--- src/design/assert_macros.svh ---
// Assertion macros shared by the batched matrix-vector multiply design.
`ifndef ASSERT_MACROS_SVH
`define ASSERT_MACROS_SVH

// A property that must hold at every clock edge outside reset.
`define ASSERT_ALWAYS(name, clk, rst, prop, msg) \
  name: assert property (@(posedge clk) disable iff (rst) (prop)) else $error(msg);

// An antecedent that must be followed by a consequent in the next cycle.
`define ASSERT_NEXT(name, clk, rst, ante, cons, msg) \
  name: assert property (@(posedge clk) disable iff (rst) (ante) |=> (cons)) else $error(msg);

`endif

--- src/design/bmvm_pkg.sv ---
// Types and constants of the batched matrix-vector multiply block.
package bmvm_pkg;

  localparam int VAL_W    = 16;
  localparam int PROD_W   = 32;
  localparam int ACC_W    = 40;
  localparam int CFG_W    = 7;
  localparam int P_W      = 3;
  localparam int N_W      = 7;
  localparam int XB_W     = 5;
  localparam int YB_W     = 5;
  localparam int DRAIN_LAST = 2;

  typedef enum logic [1:0] {
    FUNC_LOAD_A  = 2'd0,
    FUNC_LOAD_B  = 2'd1,
    FUNC_COMPUTE = 2'd2,
    FUNC_READ_C  = 2'd3
  } func_t;

  typedef enum logic [1:0] {
    CFG_DIM_P  = 2'd0,
    CFG_DIM_N  = 2'd1,
    CFG_DIM_XB = 2'd2,
    CFG_DIM_YB = 2'd3
  } cfg_reg_t;

  typedef struct packed {
    func_t              func;
    logic [1:0]         row_h;
    logic [5:0]         inner_k;
    logic [3:0]         col_i;
    logic [3:0]         col_j;
    logic signed [15:0] value;
  } req_t;

  typedef struct packed {
    logic signed [39:0] c_value;
    logic               index_error;
  } rsp_t;

  typedef struct packed {
    logic valid;
    logic first;
    logic last;
  } mac_ctl_t;

  typedef struct packed {
    logic busy;
  } ctrl_status_t;

  function automatic logic [CFG_W-1:0] sat_size(logic [CFG_W-1:0] raw, int unsigned max);
    if (raw == '0) begin
      return CFG_W'(1);
    end
    if (int'(raw) > int'(max)) begin
      return CFG_W'(max);
    end
    return raw;
  endfunction

endpackage

--- src/design/bmvm_mac.sv ---
// Shared multiply-accumulate unit: registered product, then 40-bit accumulator.
module bmvm_mac import bmvm_pkg::*; #(
  parameter int C_AW = 10
) (
  input  logic                    clk,
  input  logic                    rst,
  input  mac_ctl_t                ctl,
  input  logic [C_AW-1:0]         caddr,
  input  logic signed [VAL_W-1:0] a,
  input  logic signed [VAL_W-1:0] b,
  output logic                    wr_en,
  output logic [C_AW-1:0]         wr_addr,
  output logic signed [ACC_W-1:0] wr_data
);

  mac_ctl_t                  ctl1;
  logic [C_AW-1:0]           caddr1;
  logic signed [PROD_W-1:0]  prod;
  logic signed [ACC_W-1:0]   acc;
  logic signed [ACC_W-1:0]   prod_ext;

  assign prod_ext = {{(ACC_W-PROD_W){prod[PROD_W-1]}}, prod};

  always_ff @(posedge clk) begin
    if (rst) begin
      ctl1  <= '0;
      wr_en <= 1'b0;
    end else begin
      ctl1  <= ctl;
      wr_en <= ctl1.valid && ctl1.last;
    end
    prod   <= a * b;
    caddr1 <= caddr;
    if (ctl1.valid) begin
      acc     <= ctl1.first ? prod_ext : acc + prod_ext;
      wr_addr <= caddr1;
    end
  end

  assign wr_data = acc;

endmodule

--- config.mk ---
export PLATFORM = sky130hd
export DESIGN_NAME = bmvm_mac
export DESIGN_NICKNAME = d
export VERILOG_FILES = /design/src/design/assert_macros.svh /design/src/design/bmvm_pkg.sv /design/src/design/bmvm_mac.sv
export SDC_FILE = /design/constraint.sdc
export NUM_CORES = 1
export LEC_CHECK = 0
export BUFFER_PORTS_ARGS = -buffer_cell sky130_fd_sc_hd__buf_4
export CORE_MARGIN = 3
export CORE_UTILIZATION = 55
export DETAILED_ROUTE_END_ITERATION = 8
export GPL_TIMING_DRIVEN = 0
export PLACE_DENSITY = 0.73
export SYNTH_ARGS = -nofsm -noshare
export SYNTH_HDL_FRONTEND = slang
export SYNTH_SLANG_ARGS = --single-unit
--- constraint.sdc ---
create_clock -name clk -period 8.34 [get_ports clk]
set_input_delay 0.417 -clock clk [delete_from_list [all_inputs] [get_ports clk]]
set_output_delay 0.417 -clock clk [all_outputs]
set_load 0.01 [all_outputs]
# Yosys cells after proc, flatten, opt, wreduce, memory -nomap -nowiden
# Index checks and enable logic that the tools add are counted.
# Widths: inputs -> output; s select.
# word_totals
regBits,96
out_inout_bits,51
in_bits,47
elab_cells,12
# op_classes
add_sub_neg,1
reduce_logical,1
mux,1
multipliers,1
# ops
op,count
$add 40x32->40,1
$mux 40,1
$mul 16x16->32,1
$logic_and 1x1->1,1

# Depth between registers and ports, before layout
# logic_depth
depth_word,2
depth_mapped,22
depth_no_buf,21

# Least setup slack after synthesis
# No wires, ideal clock.
# synth_path
kind,input port to flip-flop
start,input a[11]
end,register prod[30]
n_path_buf,1
t_required_ns,8.234
stages,20
slack_ns,2.371
setup_ns,0.106
t_arrival_ns,5.863
path_cell_list,clkbuf_1 > nand2_1 > fa_1 > fa_1 > fa_1 > inv_1 > fa_1 > fa_1 > inv_1 > fa_1 > inv_1 > ha_1 > and3_1 > and2_1 > nand2_1 > a2111oi_2 > o21ai_1 > o221a_2 > o21a_1 > o311ai_0
# synth_via
elab_chain_cells,1
# synth_lines
element,line_no,rtl
start: declaration,bmvm_mac.sv:9,"input logic signed [VAL_W-1:0] a,"
$mul 16x16->32,bmvm_mac.sv:32,prod <= a * b;
end signal: assignment,bmvm_mac.sv:32,
end: declaration,bmvm_mac.sv:18,logic signed [PROD_W-1:0] prod;
# Every way passes these cells.
# A chain may end at the register's enable or synchronous reset.

# Final worst setup path
# layout_path
start,input a[7]
end,register prod[30]
# The elaborated chain is that of the path after synthesis.

==> metrics.txt <==
# TYPE chip_impl_metric gauge
chip_impl_metric{name="ctsResizeCount",unit=""} 0
chip_impl_info{name="whs_endpoint",value="caddr1[8]"} 1
chip_impl_metric{name="synth.mux.area_fraction",unit="%"} 0.413
chip_impl_metric{name="cts_inserted_buffers",unit=""} 9
chip_impl_metric{name="placedCellCount",unit=""} 2047
chip_impl_info{name="grt_setup_unrepaired",value="no"} 1
chip_impl_metric{name="synth-compound-area-share",unit="%"} 12.1
chip_impl_metric{name="grt_first_pass_wirelength",unit="mm"} 59.4
chip_impl_metric{name="detailedRoute.firstPassIterationCount",unit=""} 5
chip_impl_metric{name="cts.path.max_buffers",unit=""} 2
chip_impl_metric{name="die_area",unit="sq mm"} 0.0296
chip_impl_metric{name="numClockSinks",unit=""} 96
chip_impl_metric{name="grt_pass1_vias",unit=""} 11900
chip_impl_metric{name="cp_data_required_time",unit="ns"} 8.56
chip_impl_info{name="synth_ff_type",value="sky130_fd_sc_hd__edfxtp_1"} 1
chip_impl_metric{name="clk_latency",unit="ns"} 0.34
chip_impl_metric{name="dp_hpwl",unit="mm"} 31.0
chip_impl_metric{name="synthesis.nets",unit=""} 2039
chip_impl_metric{name="cts_hold_buf",unit=""} 0
chip_impl_info{name="cp_class",value="primary input to flop"} 1
chip_impl_metric{name="final_period_minus_worst_setup_slack",unit="ns"} 6.68
chip_impl_metric{name="nets",unit=""} 2148
chip_impl_metric{name="stdcell_count",unit=""} 2063
chip_impl_metric{name="number_of_violations_reported_at_the_end_of_detailed_routing_iteration_0",unit=""} 998
chip_impl_metric{name="floorplan.initialDensity",unit="%"} 56.0
chip_impl_metric{name="timing_max_transition_violations_final",unit=""} 0
chip_impl_metric{name="drt_drc_violations_left",unit=""} 0
chip_impl_metric{name="count_of_boundary_i_o_pins",unit=""} 98
chip_impl_metric{name="worstHoldPathCells",unit=""} 1
chip_impl_metric{name="layout-drive-gt1-share",unit="%"} 8.01
chip_impl_metric{name="pin_count_of_the_biggest_net_entering_global_routing",unit=""} 39
chip_impl_metric{name="synth_warnings",unit=""} 0
chip_impl_metric{name="synthArstFlopShare",unit="%"} 0
chip_impl_metric{name="antenna_cells_inserted",unit=""} 0
chip_impl_info{name="run_status",value="complete, no violations"} 1
chip_impl_metric{name="synth_edf_count",unit=""} 50
chip_impl_info{name="main_combinational_cell_family_by_area_after_synthesis",value="adder cells"} 1
chip_impl_metric{name="tightest_slew",unit="ns"} 0.822
chip_impl_metric{name="max_slew_margin",unit="%"} 43.8
chip_impl_metric{name="grtUsageMet1",unit="%"} 35.5
chip_impl_metric{name="synth_seq_area_share",unit="%"} 16.0
chip_impl_metric{name="max_cap_violations",unit=""} 0
chip_impl_metric{name="grt_util_met2",unit="%"} 43.0
chip_impl_info{name="cp-start-kind",value="primary input"} 1
chip_impl_metric{name="synthSimpleGateAreaFrac",unit="%"} 14.8
chip_impl_metric{name="finalWirelength",unit="mm"} 36.6
chip_impl_metric{name="worstPathArrival",unit="ns"} 6.91
chip_impl_metric{name="maxClockFrequency",unit="MHz"} 150
chip_impl_metric{name="detail_route.wl_per_cell",unit="um"} 17.8
chip_impl_metric{name="postSynthCellCount",unit=""} 1608
chip_impl_metric{name="avgSynthCellArea",unit="sq um"} 9.42
chip_impl_metric{name="cts-htree-levels",unit=""} 3
chip_impl_info{name="cts_root_buffer",value="sky130_fd_sc_hd__clkbuf_16"} 1
chip_impl_metric{name="finalSetupTns",unit="ns"} 0
chip_impl_metric{name="die_h",unit="um"} 172
chip_impl_metric{name="die_width",unit="um"} 172
chip_impl_metric{name="combined_area_of_the_multi_input_logic_cells",unit="sq mm"} 0.0114
chip_impl_metric{name="vias_per_cell",unit=""} 5.57
chip_impl_info{name="critical_path.reg2reg.startpoint",value="wr_data[15]"} 1
chip_impl_metric{name="area_growth",unit="%"} 9.99
chip_impl_metric{name="finClkSkew",unit="ns"} 0.00978
chip_impl_metric{name="gp_congestion",unit=""} 0.994
chip_impl_info{name="endpoint_kind",value="flop"} 1
chip_impl_metric{name="setup_viol",unit=""} 0
chip_impl_metric{name="crit_fanout",unit=""} 10
chip_impl_metric{name="synth_fa_ha_area_share",unit="%"} 44.8
chip_impl_metric{name="post-cts-setup-buffer-count",unit=""} 0
chip_impl_metric{name="num_rows",unit=""} 60
chip_impl_metric{name="cts.reportedPaths.clkPinSlew",unit="ns"} 0.07
chip_impl_metric{name="vias",unit=""} 11500
chip_impl_metric{name="detail-route-antenna-nets",unit=""} 0
chip_impl_info{name="worstHoldPathType",value="primary input to flop"} 1
chip_impl_metric{name="global_route.usage.total",unit="%"} 25.5
chip_impl_metric{name="grt_use_met3",unit="%"} 3.52
chip_impl_metric{name="io_buffers",unit=""} 97
chip_impl_info{name="r2r_end",value="wr_data[36]"} 1
chip_impl_info{name="top_usage_layer",value="met2"} 1
chip_impl_metric{name="number_of_endpoints_with_negative_hold_slack_in_the_final_report",unit=""} 0
chip_impl_info{name="hold_path_startpoint",value="caddr[8]"} 1
chip_impl_info{name="cts_tree",value="built"} 1
chip_impl_metric{name="nFillCells",unit=""} 2329
chip_impl_metric{name="globalRoute.totalOverflow",unit=""} 0
chip_impl_metric{name="synth_xor_xnor_area_share",unit="%"} 3.01
chip_impl_metric{name="antenna_found_initial",unit=""} 0
chip_impl_metric{name="ys_types",unit=""} 69
chip_impl_metric{name="register_area",unit="sq mm"} 0.00242
chip_impl_metric{name="worst-r2r-cell-count",unit=""} 10
chip_impl_metric{name="ffs_latches_synth",unit=""} 96
chip_impl_metric{name="synth_area",unit="sq mm"} 0.0151
chip_impl_metric{name="ff2ff_setup_slack",unit="ns"} 4.97
chip_impl_metric{name="min_period_over_period",unit="%"} 80.1
chip_impl_metric{name="floorplan.core_area",unit="sq mm"} 0.0270
-- cells by family after synthesis --
logic type	after synthesis
compound gates	265
buf+inv	357
xor+xnor	52
simple gates	448
mux	6
flops	96
fa+ha+maj	384
-- routing by layer --
layer / vias to the layer above / share of wire [%]
met5: - / 0
met4: 0 / 2.2
met3: 59 / 7.0
met2: 438 / 46
met1: 5616 / 45
li1: 5377 / -
-- synthesized netlist by cell type (35+ instances only) --
library cell	number	area, sq um
sky130_fd_sc_hd__clkbuf_1	47	176
sky130_fd_sc_hd__a21oi_1	58	290
sky130_fd_sc_hd__dfxtp_1	46	921
sky130_fd_sc_hd__ha_1	121	1510
sky130_fd_sc_hd__nor2_1	42	158
sky130_fd_sc_hd__fa_1	263	5270
sky130_fd_sc_hd__inv_1	304	1140
sky130_fd_sc_hd__a21o_1	35	263
sky130_fd_sc_hd__o21ai_0	56	280
sky130_fd_sc_hd__edfxtp_1	50	1500
sky130_fd_sc_hd__and2_1	130	813
sky130_fd_sc_hd__nand2_1	176	661
-- critical path: stages --
cell	delay [ns]
sky130_fd_sc_hd__buf_4	0.14
sky130_fd_sc_hd__clkbuf_1	0.58
sky130_fd_sc_hd__nand2_1	0.18
sky130_fd_sc_hd__fa_1	0.51
sky130_fd_sc_hd__fa_1	0.48
sky130_fd_sc_hd__fa_1	0.45
sky130_fd_sc_hd__fa_1	0.54
sky130_fd_sc_hd__inv_1	0.08
sky130_fd_sc_hd__fa_1	0.53
sky130_fd_sc_hd__inv_1	0.05
sky130_fd_sc_hd__fa_1	0.48
sky130_fd_sc_hd__inv_1	0.04
sky130_fd_sc_hd__ha_1	0.36
sky130_fd_sc_hd__and3_1	0.20
sky130_fd_sc_hd__and2_1	0.17
sky130_fd_sc_hd__nand2_1	0.09
sky130_fd_sc_hd__a2111oi_2	0.47
sky130_fd_sc_hd__o21ai_1	0.23
sky130_fd_sc_hd__o221a_2	0.33
sky130_fd_sc_hd__o21a_1	0.22
sky130_fd_sc_hd__o311ai_0	0.35
-- layout make-up --
cell class / count / share of cell area [%]
flip-flops and latches: 96 / 14.6
inverters: 304 / 6.85
clock buffers: 13 / 1.89
repair buffers: 98 / 4.49
multi-input cells: 1155 / 68.3
clock inverters: 3 / 0.135
plain buffers: 53 / 1.26
well taps: 341 / 2.56
-- how the worst max path moves through the flow --
stage               end  start  depth (start not counted)
3_3_place_gp   prod[31]  a[11]                         20
4_1_cts        prod[30]  a[10]                         21
6_report       prod[30]   a[7]                         21
3_5_place_dp   prod[30]  a[10]                         21
5_1_grt        prod[29]  a[10]                         20
2_1_floorplan  prod[30]  a[11]                         20
-- layout by cell type (no fill, tap or decap), types with 47 or more instances in the layout --
cell type                  instances
sky130_fd_sc_hd__a21oi_1          58
sky130_fd_sc_hd__and2_1          130
sky130_fd_sc_hd__buf_4            97
sky130_fd_sc_hd__clkbuf_1         47
sky130_fd_sc_hd__edfxtp_1         50
sky130_fd_sc_hd__fa_1            263
sky130_fd_sc_hd__ha_1            121
sky130_fd_sc_hd__inv_1           304
sky130_fd_sc_hd__nand2_1         176
sky130_fd_sc_hd__o21ai_0          56
-- flip-flops by register name, summed over array words and instances, names as in the netlist --
| register | flops |
|---|---|
| caddr1 | 10 |
| wr_data | 40 |
| ctl1 | 3 |
| prod | 32 |
| wr_addr | 10 |
| wr_en | 1 |
-- through the flow --
step / hold WS (ns) / area, sq um / setup slack, ns / utilization [%]
finish: 0.174 / 16700 / 1.66 / 61.6
global route: 0.160 / 16700 / 1.39 / 61.6
detailed placement: 0.389 / 16300 / 1.39 / 60.4
floorplan: 0.386 / 15100 / 2.37 / -
CTS: 0.168 / 16700 / 1.76 / 61.6
global placement: 0.387 / 16300 / 1.60 / 60.3
Power is not shown: default switching activity piles up to over one toggle a cycle in this logic, so the estimate is an artifact.
