[src/design/assert_macros.svh]
// Assertion macros shared by the batched matrix-vector multiply design.
`ifndef ASSERT_MACROS_SVH
`define ASSERT_MACROS_SVH

// A property that must hold at every clock edge outside reset.
`define ASSERT_ALWAYS(name, clk, rst, prop, msg) \
  name: assert property (@(posedge clk) disable iff (rst) (prop)) else $error(msg);

// An antecedent that must be followed by a consequent in the next cycle.
`define ASSERT_NEXT(name, clk, rst, ante, cons, msg) \
  name: assert property (@(posedge clk) disable iff (rst) (ante) |=> (cons)) else $error(msg);

`endif

[src/design/bmvm_pkg.sv]
// Types and constants of the batched matrix-vector multiply block.
package bmvm_pkg;

  localparam int VAL_W    = 16;
  localparam int PROD_W   = 32;
  localparam int ACC_W    = 40;
  localparam int CFG_W    = 7;
  localparam int P_W      = 3;
  localparam int N_W      = 7;
  localparam int XB_W     = 5;
  localparam int YB_W     = 5;
  localparam int DRAIN_LAST = 2;

  typedef enum logic [1:0] {
    FUNC_LOAD_A  = 2'd0,
    FUNC_LOAD_B  = 2'd1,
    FUNC_COMPUTE = 2'd2,
    FUNC_READ_C  = 2'd3
  } func_t;

  typedef enum logic [1:0] {
    CFG_DIM_P  = 2'd0,
    CFG_DIM_N  = 2'd1,
    CFG_DIM_XB = 2'd2,
    CFG_DIM_YB = 2'd3
  } cfg_reg_t;

  typedef struct packed {
    func_t              func;
    logic [1:0]         row_h;
    logic [5:0]         inner_k;
    logic [3:0]         col_i;
    logic [3:0]         col_j;
    logic signed [15:0] value;
  } req_t;

  typedef struct packed {
    logic signed [39:0] c_value;
    logic               index_error;
  } rsp_t;

  typedef struct packed {
    logic valid;
    logic first;
    logic last;
  } mac_ctl_t;

  typedef struct packed {
    logic busy;
  } ctrl_status_t;

  function automatic logic [CFG_W-1:0] sat_size(logic [CFG_W-1:0] raw, int unsigned max);
    if (raw == '0) begin
      return CFG_W'(1);
    end
    if (int'(raw) > int'(max)) begin
      return CFG_W'(max);
    end
    return raw;
  endfunction

endpackage

[src/design/bmvm_ctrl.sv]
// Compute sequencer: walks h, i, j and k and issues one operand pair per cycle while running.
module bmvm_ctrl import bmvm_pkg::*; #(
  parameter int N_MAX  = 64,
  parameter int XB_MAX = 16,
  parameter int YB_MAX = 16,
  parameter int A_AW   = 12,
  parameter int B_AW   = 10,
  parameter int C_AW   = 10
) (
  input  logic             clk,
  input  logic             rst,
  input  logic             start,
  input  logic [P_W-1:0]   p_eff,
  input  logic [N_W-1:0]   n_eff,
  input  logic [XB_W-1:0]  xb_eff,
  input  logic [YB_W-1:0]  yb_eff,
  output mac_ctl_t         issue,
  output logic [A_AW-1:0]  a_addr,
  output logic [B_AW-1:0]  b_addr,
  output logic [C_AW-1:0]  c_addr,
  output ctrl_status_t     status
);

  typedef enum logic [2:0] {
    ST_IDLE  = 3'b001,
    ST_RUN   = 3'b010,
    ST_DRAIN = 3'b100
  } state_t;

  state_t          state, state_next;
  logic [P_W-1:0]  h;
  logic [N_W-1:0]  k;
  logic [XB_W-1:0] i;
  logic [YB_W-1:0] j;
  logic [1:0]      drain;
  logic            k_last, j_last, i_last, h_last;

  assign k_last = (k == n_eff - N_W'(1));
  assign j_last = (j == yb_eff - YB_W'(1));
  assign i_last = (i == xb_eff - XB_W'(1));
  assign h_last = (h == p_eff - P_W'(1));

  always_comb begin
    state_next = state;
    unique case (state)
      ST_IDLE:  if (start) state_next = ST_RUN;
      ST_RUN:   if (k_last && j_last && i_last && h_last) state_next = ST_DRAIN;
      ST_DRAIN: if (drain == 2'(DRAIN_LAST)) state_next = ST_IDLE;
      default:  state_next = ST_IDLE;
    endcase
  end

  always_ff @(posedge clk) begin
    if (rst) begin
      state <= ST_IDLE;
      h     <= '0;
      k     <= '0;
      i     <= '0;
      j     <= '0;
      drain <= '0;
    end else begin
      state <= state_next;
      if (state == ST_IDLE) begin
        h     <= '0;
        k     <= '0;
        i     <= '0;
        j     <= '0;
        drain <= '0;
      end else if (state == ST_RUN) begin
        if (!k_last) begin
          k <= k + N_W'(1);
        end else begin
          k <= '0;
          if (!j_last) begin
            j <= j + YB_W'(1);
          end else begin
            j <= '0;
            if (!i_last) begin
              i <= i + XB_W'(1);
            end else begin
              i <= '0;
              h <= h + P_W'(1);
            end
          end
        end
      end else begin
        drain <= drain + 2'd1;
      end
    end
  end

  assign issue.valid = (state == ST_RUN);
  assign issue.first = (k == '0);
  assign issue.last  = k_last;

  assign a_addr = A_AW'((int'(h) * N_MAX + int'(k)) * XB_MAX + int'(i));
  assign b_addr = B_AW'(int'(k) * YB_MAX + int'(j));
  assign c_addr = C_AW'((int'(h) * XB_MAX + int'(i)) * YB_MAX + int'(j));

  assign status.busy = (state != ST_IDLE);

endmodule
[config.mk]
export PLATFORM = sky130hd
export DESIGN_NAME = bmvm_ctrl
export DESIGN_NICKNAME = d
export VERILOG_FILES = /design/src/design/assert_macros.svh /design/src/design/bmvm_pkg.sv /design/src/design/bmvm_ctrl.sv
export SDC_FILE = /design/constraint.sdc
export NUM_CORES = 1
export LEC_CHECK = 0
export BUFFER_PORTS_ARGS = -buffer_cell sky130_fd_sc_hd__buf_2
export CAP_MARGIN = 5
export CORE_MARGIN = 2
export CORE_UTILIZATION = 40
export DETAILED_ROUTE_END_ITERATION = 8
export PLACE_DENSITY = 0.63
export RECOVER_POWER = 50
export SLEW_MARGIN = 20
export SYNTH_ARGS = -nofsm -noshare
export SYNTH_HDL_FRONTEND = slang
export SYNTH_SLANG_ARGS = --single-unit
[constraint.sdc]
create_clock -name clk -period 4 [get_ports clk]
set_input_delay 0.2 -clock clk [delete_from_list [all_inputs] [get_ports clk]]
set_output_delay 0.2 -clock clk [all_outputs]
set_load 0.01 [all_outputs]
# After elaboration in Yosys (flattened, before gate mapping)
# Cells that the tools add are included.
[totals]
register_bits = 25
wordCells = 48
[classes]
add_sub_neg = 14
n_eq_ne = 12
n_mux = 7
n_reduce_logical = 9
[op_table]
columns = ["op", "count"]
rows = [
  ["adder 10 x 5 -> 10 bit", 2],
  ["adder 12 x 5 -> 12 bit", 1],
  ["adder 5 x 1 -> 5 bit, second input constant", 2],
  ["== test 5 bit", 2],
  ["2-to-1 mux 5 bit", 2],
  ["subtractor 5 x 1 -> 5 bit, second input constant", 2],
  ["2-to-1 mux 3 bit", 3],
  ["case mux 3 bit (3 select lines)", 1],
  ["adder 8 x 7 -> 8 bit", 1],
  ["adder 7 x 1 -> 7 bit, second input constant", 1],
  ["== test 7 bit", 1],
  ["zero test 7 bit", 1],
  ["2-to-1 mux 7 bit", 1],
  ["subtractor 7 x 1 -> 7 bit, second input constant", 1],
  ["adder 6 x 5 -> 6 bit", 1],
  ["AND reduction 3 bit", 2],
  ["inequality test 2 bit, second input constant", 2],
  ["AND reduction 4 bit", 1],
  ["adder 3 x 1 -> 3 bit, second input constant", 1],
  ["== test 3 x 1 -> 1 bit, second input constant", 1],
  ["== test 3 x 2 -> 1 bit, second input constant", 1],
  ["== test 3 bit", 1],
  ["== test 3 bit, second input constant", 1],
  ["logical AND 1 bit", 3],
  ["7 further kinds", 7],
]

# Logic depth before layout (Yosys ltp)
# Gate-level depths: netlist of the first run.
[depth]
word_depth = 7
ltp_mapped = 10
ltp_nobuf = 9

# Worst setup path after synthesis of the first run
# Ideal clock, no wire load.
[synth_path]
kind = "input to register"
start = "input port n_eff[0]"
end = "register j[4]"
t_arrival_ns = 2.034
t_required_ns = 3.885
path_slack_ns = 1.850
cell_stages = 9
n_path_buf = 1
path_cell_list = "inv_1 > ha_1 > or3b_4 > nor4_4 > o22ai_2 > or4_4 > buf_2 > nand2_1 > o21ba_2"
[synth_between]
elab_chain_cells = 3
[synth_rtl]
columns = ["item", "line", "rtl"]
rows = [
  ["from (decl)", "bmvm_ctrl.sv:14", "input logic [N_W-1:0] n_eff,"],
  ["subtractor 7 x 1 -> 7 bit", "bmvm_ctrl.sv:38", "assign k_last = (k == n_eff - N_W'(1));"],
  ["== test 7 bit", "bmvm_ctrl.sv:38", ""],
  ["AND reduction 2 bit (no source line)", "-", ""],
  ["to (signal assigned)", "bmvm_ctrl.sv:75", "j <= j + YB_W'(1);"],
  ["to (decl)", "bmvm_ctrl.sv:34", "logic [YB_W-1:0] j;"],
]
# Every way passes these cells.
# A chain may end at the register's enable or synchronous reset.

# Final worst setup path of the first run
[layout_path]
start = "register j[2]"
end = "register i[1]"
[layout_between]
elab_chain_cells = 2
[layout_rtl]
columns = ["item", "line", "rtl"]
rows = [
  ["== test 5 bit", "bmvm_ctrl.sv:39", "assign j_last = (j == yb_eff - YB_W'(1));"],
  ["AND reduction 3 bit (no source line)", "-", ""],
  ["to (signal assigned)", "bmvm_ctrl.sv:79", "i <= i + XB_W'(1);"],
  ["to (decl)", "bmvm_ctrl.sv:33", "logic [XB_W-1:0] i;"],
]
# Every way passes these cells.

==> metrics.md, run 1 <==
| Metric | Value |
|---|---|
| Status | finished clean |
| Setup crit end | i[1]$_SDFFE_PP0P_ |
| CP endpoint kind | register |
| # rows | 26 |
| First-pass detailed-route iteration total | 4 |
| Critical path's largest stage delay | 0.64 ns |
| Synth-to-Final Area Change | 11.9% |
| Hold Fails Final Rpt | 0 |
| Worst Path Required | ~4.2 ns |
| Rel. slew slack | 49.8% |
| Vias post-DR | between 1500 and 2000 |
| Post-synthesis cell type count | between 40 and 50 |
| Drt drc | 0 |
| Die X | 77.4 µm |
| Hold crit path type | input pin to register |
| Number of global-route vias before repair | 1692 |
| Ys Warns | 0 |
| Final Max Slew Viols | 0 |
| Final wirelength | 4490 µm |
| Crit path DAT | ~2.5 ns |
| RR Endpoint | i[1]$_SDFFE_PP0P_ |
| DP HPWL | between 3000 and 4000 µm |
| Maximum VDD drop | around 0.29 mV |
| CTS tree | built |
| # Post-CTS Setup Buffers | 0 |
| Final Instance Area | approximately 2400 µm² |
| Post_cts resized | 0 |
| Sink Count | 25 |
| Unrepaired setup endpoints after global routing | no |
| Die height | roughly 77 µm |
| Ant. Diodes | 0 |
| Crit Path Class | register to register |
| Maxcap violations | 0 |
| WL/cell | between 10 and 15 µm |
| Worst r2r src | j[2]$_SDFFE_PP0P_ |
| Final core occ | 46.9% |
| Post-synthesis sequential area ratio | a little under a quarter |
| TNS Setup | 0 ns |
| Dpl cell area | roughly 2400 µm² |
| GPL Wtd Cong | ~0.8 |
| Num CTS Buffers | 3 |
| Initial Util | a little over two fifths |
| Crit path from | j[2]$_SDFFE_PP0P_ |
| Vias/cell | a little under 5 |
| Initial antenna violation count | 0 |
| 1st-iter DRT viols | 70 |
| Pwr per Cell Area | slightly below 200 nW/µm² |
| Clock root buffer | clkbuf_8 |
| Tot GR Track Use | around 16% |
| CP delay by family, top | simple AND/OR/NAND/NOR gates |
| Max clock buf depth | 2 |
| Startpoint types | register |
| Post-synth ARST share | 0% |
| Fin crit share | between 50% and 60% |
| Slew of the pin with the lowest slew margin | ~0.75 ns |
| Worst hold start | start |
| Maximum clock rate | approximately 430 MHz |
| Critical path depth in cells | 6 |
| CP max-delay cell | or4_4 |
| Layout Nets | ~350 |
| Total global routing overflow | 0 |
| CP Max Fanout | 15 |
| Largest net degree at the start of global routing | 16 |
| Crit-path cells | nand4bb_1, a211oi_1, o311ai_1, or4_4, or3b_1, a21oi_1 |
| Remaining antenna violation count | 0 |
| CTS clk-pin slew, worst paths | 0.08 ns |
| Clk_lat worst skew | between 0.2 and 0.3 ns |
| Post-synth top flop | dfxtp_1 |
| Hold-fix buffers, CTS | 0 |
| R2R setup slack | 1.66 ns |
| Synthesized flop and latch total | 25 |
| R2R depth | 6 |
| Worst Skew | 0.00139 ns |
| EDFF count, synth | 0 |
| Post-Syn Instances | 270 |
| First-pass GRT wire length | 7830 µm |
| Post-Syn Area per Cell | around 8.0 µm² |
| Clock H-tree levels | 1 |
| Layout cells sized above 1 | a little over an eighth |
| Post-Syn Nets | between 300 and 400 |
| Die Footprint | between 5000 and 6000 µm² |
| I/O pin total | between 50 and 60 |
| Minimum clock period | 2.34 ns |
| Port Buffers | 58 |
| P_leak | approximately 0.0010 µW |
| Core area | roughly 5100 µm² |
| Final setup vio count | 0 |
| CP Buf/Inv Count | 0 |
| Synthesized area | roughly 2200 µm² |
## cell type report
type | instances | area, µm²
Inverter | 18 | 67.6
Tap cell | 70 | 87.6
Fill cell | 565 | 2730
Multi-Input combinational cell | 204 | 1450
Clock buffer | 4 | 45.0
Timing Repair Buffer | 59 | 264
Sequential cell | 25 | 500
## flip-flops by register name, summed over array words and instances (netlist names)
register / count
k: 7
h: 3
i: 5
state: 3
j: 5
drain: 2
## kinds of logic after synthesis
logic type                 Yosys count  synth area share (%)
and+or+nand+nor                    103                  26.1
buffers and inverters               41                  9.64
adders and majority gates           18                  10.5
AOI/OAI and AO/OA                   34                  10.0
DFF                                 25                  23.2
xor gates and xnor gates            49                  20.6
## power by group
group	switching, µW	total, µW	leakage [µW]	internal, µW
registers	2.53	254	0.000202	251
logic	42.6	77.1	0.000800	34.5
clock network	74.0	145	0.0000228	71.1
## metal layers
metal / up-vias / global-route usage (%) / wire (µm)
met3: 4 / 2.56 / 161
met2: 34 / 26.4 / 1990
met5: - / 0 / 0
li1: 999 / - / -
met4: 0 / 2.14 / 24
met1: 843 / 21.5 / 2310
## worst min-delay path, stage by stage
cell and delay, ns:
buf_2 0.09, nand2_1 0.04, o21ai_0 0.06
## cell usage in the layout, fill, tap and decap left out, types with 2 or more instances in the layout
| cell type | netlist | layout |
|---|---|---|
| a211oi_1 | 2 | 2 |
| a21oi_1 | 11 | 11 |
| a31oi_1 | 2 | 2 |
| and3_1 | 4 | 4 |
| buf_2 | 4 | 31 |
| clkbuf_1 | 6 | 28 |
| clkbuf_8 | 0 | 3 |
| dfxtp_1 | 25 | 25 |
| ha_1 | 18 | 18 |
| inv_1 | 18 | 18 |
| nand2_1 | 17 | 17 |
| nand2b_1 | 8 | 8 |
| nand3_1 | 13 | 13 |
| nand4_1 | 6 | 6 |
| nor2_1 | 22 | 22 |
| nor3_1 | 11 | 11 |
| nor4_1 | 3 | 3 |
| o21ai_0 | 8 | 8 |
| o2bb2ai_1 | 2 | 2 |
| or3_1 | 6 | 6 |
| xnor2_1 | 28 | 28 |
| xor2_1 | 20 | 20 |
## synth_stat cells, drive strengths merged, types with 4 or more instances
cell type / instances / area, µm²
nand4: 6 / 37.5
buf: 17 / 118
a21oi: 11 / 55.1
o21ai: 9 / 45.0
nand2b: 8 / 50.1
inv: 18 / 67.6
nor3: 11 / 55.1
dfxtp: 25 / 500
clkbuf: 6 / 22.5
nand2: 17 / 63.8
and3: 4 / 25.0
nor4: 4 / 40.0
nor2: 22 / 82.6
xnor2: 28 / 245
xor2: 20 / 175
nand3: 13 / 65.1
ha: 18 / 225
or3: 6 / 37.5
## metrics by stage
step                      setup WS (ns)  cells  hold WS [ns]  power (µW)
after floorplan                    1.85    270         0.301         310
after global routing               1.38    380         0.176         501
after CTS                          1.67    380         0.159         481
after global placement             1.56    376         0.425         337
after detailed placement           1.50    376         0.433         338
final                              1.66    380         0.157         476
## worst min-delay path by stage
stage                                 end  slack [ns]  depth (start not counted)
floorplan           state[0]$_SDFFE_PP1P_        0.30                          1
global placement    state[1]$_SDFFE_PP0P_        0.43                          3
detailed placement  state[1]$_SDFFE_PP0P_        0.43                          3
CTS                 state[1]$_SDFFE_PP0P_        0.16                          3
global route        state[1]$_SDFFE_PP0P_        0.18                          3
finish              state[1]$_SDFFE_PP0P_        0.16                          3
No activity file was read; power rests on OpenSTA's default activity.
==> run 2: changes to the inputs <==
ABC_AREA = 1   (was unset)
PLACE_DENSITY = 0.62   (was 0.63)
clock period = 2.35 ns   (was 4 ns; I/O delays follow)
==> run 2 against run 1 <==
  * Global-route usage barely moved
  * Largest power group unchanged
  * Via count rose by 25%
  * Critical path type is now register to output port
  * Combinational power rose to 3.0 times the previous value
  * Sequential cell count did not move
  * Worst hold slack got worse by 0.12 ns
  * Clock power rose by 76%
  * First-iteration DRC count rose by 110%
  * Area after synthesis rose by 13%
==> metrics.md, run 2 <==
| Metric | Value |
|---|---|
| Initial antenna violation count | 0 (unchanged) |
| CP Max Fanout | 6 (-9) |
| Number of global-route vias before repair | 1915 (+13%) |
| Post-synthesis sequential area ratio | 20.6% (-2.6 points) |
| Initial Util | 41.2% (-0.68 points) |
| RR Endpoint | k[3]$_SDFFE_PP0P_ |
| Max clock buf depth | 2 (unchanged) |
| # Post-CTS Setup Buffers | 0 (unchanged) |
| Dpl cell area | 2700 µm² (+13%) |
| CP delay by family, top | adder cells |
| Comb pwr share | 24.5% (+8.3 points) |
| R2R setup slack | 0.44 ns (-1.22 ns) |
| EDFF count, synth | 0 (unchanged) |
| Switching Share | 31.0% (+6.0 points) |
| Num CTS Buffers | 3 (unchanged) |
| GPL Wtd Cong | 0.872 (+7.8%) |
| Post-synth top flop | dfxtp_1 |
| R2R depth | 7 (+1) |
| Maximum VDD drop | 0.246 mV (-15%) |
| CTS tree | built |
| # rows | 28 (+7.7%) |
| Vias post-DR | 2355 (+25%) |
| Post-synth ARST share | 0% (unchanged) |
| Critical path depth in cells | 6 (unchanged) |
| Clock power frac | 27.5% (-3.0 points) |
| Hold crit path type | input pin to register |
| Clock root buffer | clkbuf_8 |
| Crit Path Class | register to output port |
| Synth-to-Final Area Change | 11.6% |
| Pint | 641 µW (+80%) |
| Final core occ | 46.0% (-0.88 points) |
| Main area contributors after synthesis | dfxtp_1 (21%), nand2_1 (16%), inv_1 (10%) |
| Final setup vio count | 0 (unchanged) |
| Drt drc | 0 (unchanged) |
| P_sw | 288 µW (+140%) |
| Post-synthesis cell type count | 31 (-31%) |
| Die X | 81.9 µm (+5.8%) |
| Final Instance Area | 2710 µm² (+12%) |
| 1st-iter DRT viols | 149 (+110%) |
| # fillers | 677 (+20%) |
| CP Buf/Inv Count | 1 (+1) |
| Post_cts resized | 0 (unchanged) |
| Port Buffers | 58 (unchanged) |
| I/O pin total | 59 (unchanged) |
| Sink Count | 25 (unchanged) |
| Clk_lat worst skew | 0.27 ns (about the same) |
| Post-synth top area share | 20.6% (-2.6 points) |
| Largest regs | k x7, i x5, j x5 |
| Maxcap violations | 0 (unchanged) |
| Vias/cell | 4.61 (-6.8%) |
| Synthesized flop and latch total | 25 (unchanged) |
| Setup crit end | a_addr[10] |
| Worst path most repeated cell | ha_1 |
| Commonest cells after routing, fill and taps aside | nand2_1 (106), inv_1 (67), nor2_1 (36) |
| Crit path from | i[4]$_SDFFE_PP0P_ |
| Unrepaired setup endpoints after global routing | no |
| Worst Path Required | 2.23 ns (-1.96 ns) |
| WL met1 | 2590 µm (+12%) |
| Critical path's largest stage delay | 0.49 ns (-0.15 ns) |
| Post-Syn Instances | 390 (+44%) |
| Worst r2r src | state[1]$_SDFFE_PP0P_ |
| Crit-path cells | ha_1, ha_1, nand2_1, nor3_1, xor2_1, buf_2 |
| Max FFs per register | 7 (unchanged) |
| WL met2 | 2390 µm (+20%) |
| Largest net degree at the start of global routing | 14 (-2) |
| Die Footprint | 6710 µm² (+12%) |
| CP endpoint kind | output port |
| Final wirelength | 5230 µm (+17%) |
| Remaining antenna violation count | 0 (unchanged) |
| Hold Fails Final Rpt | 0 (unchanged) |
| Maximum clock rate | 486 MHz |
| Top sig layer | met4 |
| Synth top cells by count | nand2_1 (106), inv_1 (66), nor2_1 (36) |
| Register share of total power | 48.0% (-5.3 points) |
| Layout Nets | 478 (+36%) |
| Die height | 81.9 µm (+5.8%) |
| WL/cell | 10.2 µm (-13%) |
| P_leak | 0.00147 µW (+44%) |
| Crit path DAT | 1.94 ns (-0.60 ns) |
| Hold-fix buffers, CTS | 0 (unchanged) |
| Minimum clock period | ~2.1 ns |
| Final Max Slew Viols | 0 (unchanged) |
| Post-Syn Area per Cell | 6.22 µm² (-22%) |
| Rel. slew slack | 44.4% (-5.3 points) |
| CP max-delay cell | dfxtp_1 |
| TNS Setup | 0 ns (unchanged) |
| Top reg by flops | k |
| Most common cell after layout, fill and taps aside | nand2_1 |
| Slew of the pin with the lowest slew margin | 0.827 ns (+0.0804 ns) |
| Most numerous cell in the Yosys netlist | nand2_1 |
| Pwr per Cell Area | 343 nW/µm² (+74%) |
| CTS clk-pin slew, worst paths | 0.09 ns (about the same) |
| First-pass GRT wire length | 8400 µm (+7.3%) |
| Worst Skew | 0.00475 ns (+0.00336 ns) |
| Fin crit share | between 80% and 90% |
| Routed wl met3 | 219 µm (+36%) |
| Dominant cell type by area after synthesis | dfxtp_1 |
| DP HPWL | 4330 µm (+23%) |
| Synthesized area | 2430 µm² (+13%) |
| Layout cells sized above 1 | 12.6% (-0.61 points) |
| Total global routing overflow | 0 (unchanged) |
| Startpoint types | register |
| Tot GR Track Use | 15.7% (about the same) |
| Ys Warns | 0 (unchanged) |
| Clock H-tree levels | 1 (unchanged) |
| Status | finished clean |
| First-pass detailed-route iteration total | 4 (unchanged) |
| Core area | 5890 µm² (+15%) |
| Ant. Diodes | 0 (unchanged) |
| Post-Syn Nets | 431 (+39%) |
==> run 2: changes by cell type after synthesis, moves of 5 or more <==
cell | before | now
nand3_1 | 13 | 29
nand2_1 | 17 | 106
xor2_1 | 20 | 25
a21oi_1 | 11 | 17
nand2b_1 | 8 | 0
nor2_1 | 22 | 36
or3_1 | 6 | 0
nor3_1 | 11 | 4
xnor2_1 | 28 | 6
inv_1 | 18 | 66
==> run 2: area by class of cell <==
class | count | area, µm² | area share (%)
clock buffer | 4 | 45.0 | 1.66
inverter | 72 | 277 | 10.2
multi-input combinational | 275 | 1520 | 56.0
sequential | 25 | 500 | 18.5
tap | 75 | 93.8 | 3.46
timing repair buffer | 60 | 277 | 10.2
==> run 2: worst min path at each step <==
stage,start,to,cells past startpoint
after floorplan,rst,state[2]$_SDFFE_PP0P_,1
after global placement,rst,state[2]$_SDFFE_PP0P_,2
after detailed placement,rst,state[2]$_SDFFE_PP0P_,2
after CTS,rst,state[2]$_SDFFE_PP0P_,2
after global routing,rst,state[2]$_SDFFE_PP0P_,2
final,rst,state[2]$_SDFFE_PP0P_,2
==> run 2: cells by family (layout without fill, tap and decap cells) <==
| kind of cell | after synthesis | in the layout | synth area share, % |
|---|---|---|---|
| buffers and inverters | 90 | 136 | 16.4 |
| adders and majority gates | 18 | 18 | 9.28 |
| AOI/OAI and AO/OA | 27 | 27 | 5.67 |
| xor gates and xnor gates | 31 | 31 | 11.2 |
| and+or+nand+nor | 199 | 199 | 36.8 |
| DFF | 25 | 25 | 20.6 |
==> run 2: per-layer routing <==
metal	track usage, %	up-vias
li1	-	1282
met1	21.5	1025
met2	26.2	44
met3	2.75	4
met4	2.17	0
met5	0	-
==> run 2: metrics by stage <==
step | std cells | power, µW | setup WS [ns] | hold WS (ns)
global route | 511 | 999 | 0.179 | 0.0378
global placement | 507 | 689 | 0.534 | 0.312
finish | 511 | 929 | 0.291 | 0.0337
CTS | 511 | 951 | 0.297 | 0.0227
floorplan | 390 | 620 | 0.807 | 0.187
detailed placement | 507 | 692 | 0.484 | 0.315
==> run 2: power groups by stage <==
stage | logic [µW] | registers (µW) | clock network [µW]
2_1_floorplan | 163 | 456 | 0
3_3_place_gp | 230 | 458 | 0
3_5_place_dp | 234 | 458 | 0
4_1_cts | 235 | 448 | 267
5_1_grt | 265 | 450 | 285
6_report | 228 | 446 | 255
==> run 2: worst register-to-register path: stages (launching register included) <==
cell and delay [ns]:
dfxtp_1 0.33, inv_1 0.05, nor3_1 0.63, buf_4 0.32, inv_1 0.15, o31ai_1 0.22
nand3_1 0.10, inv_1 0.05
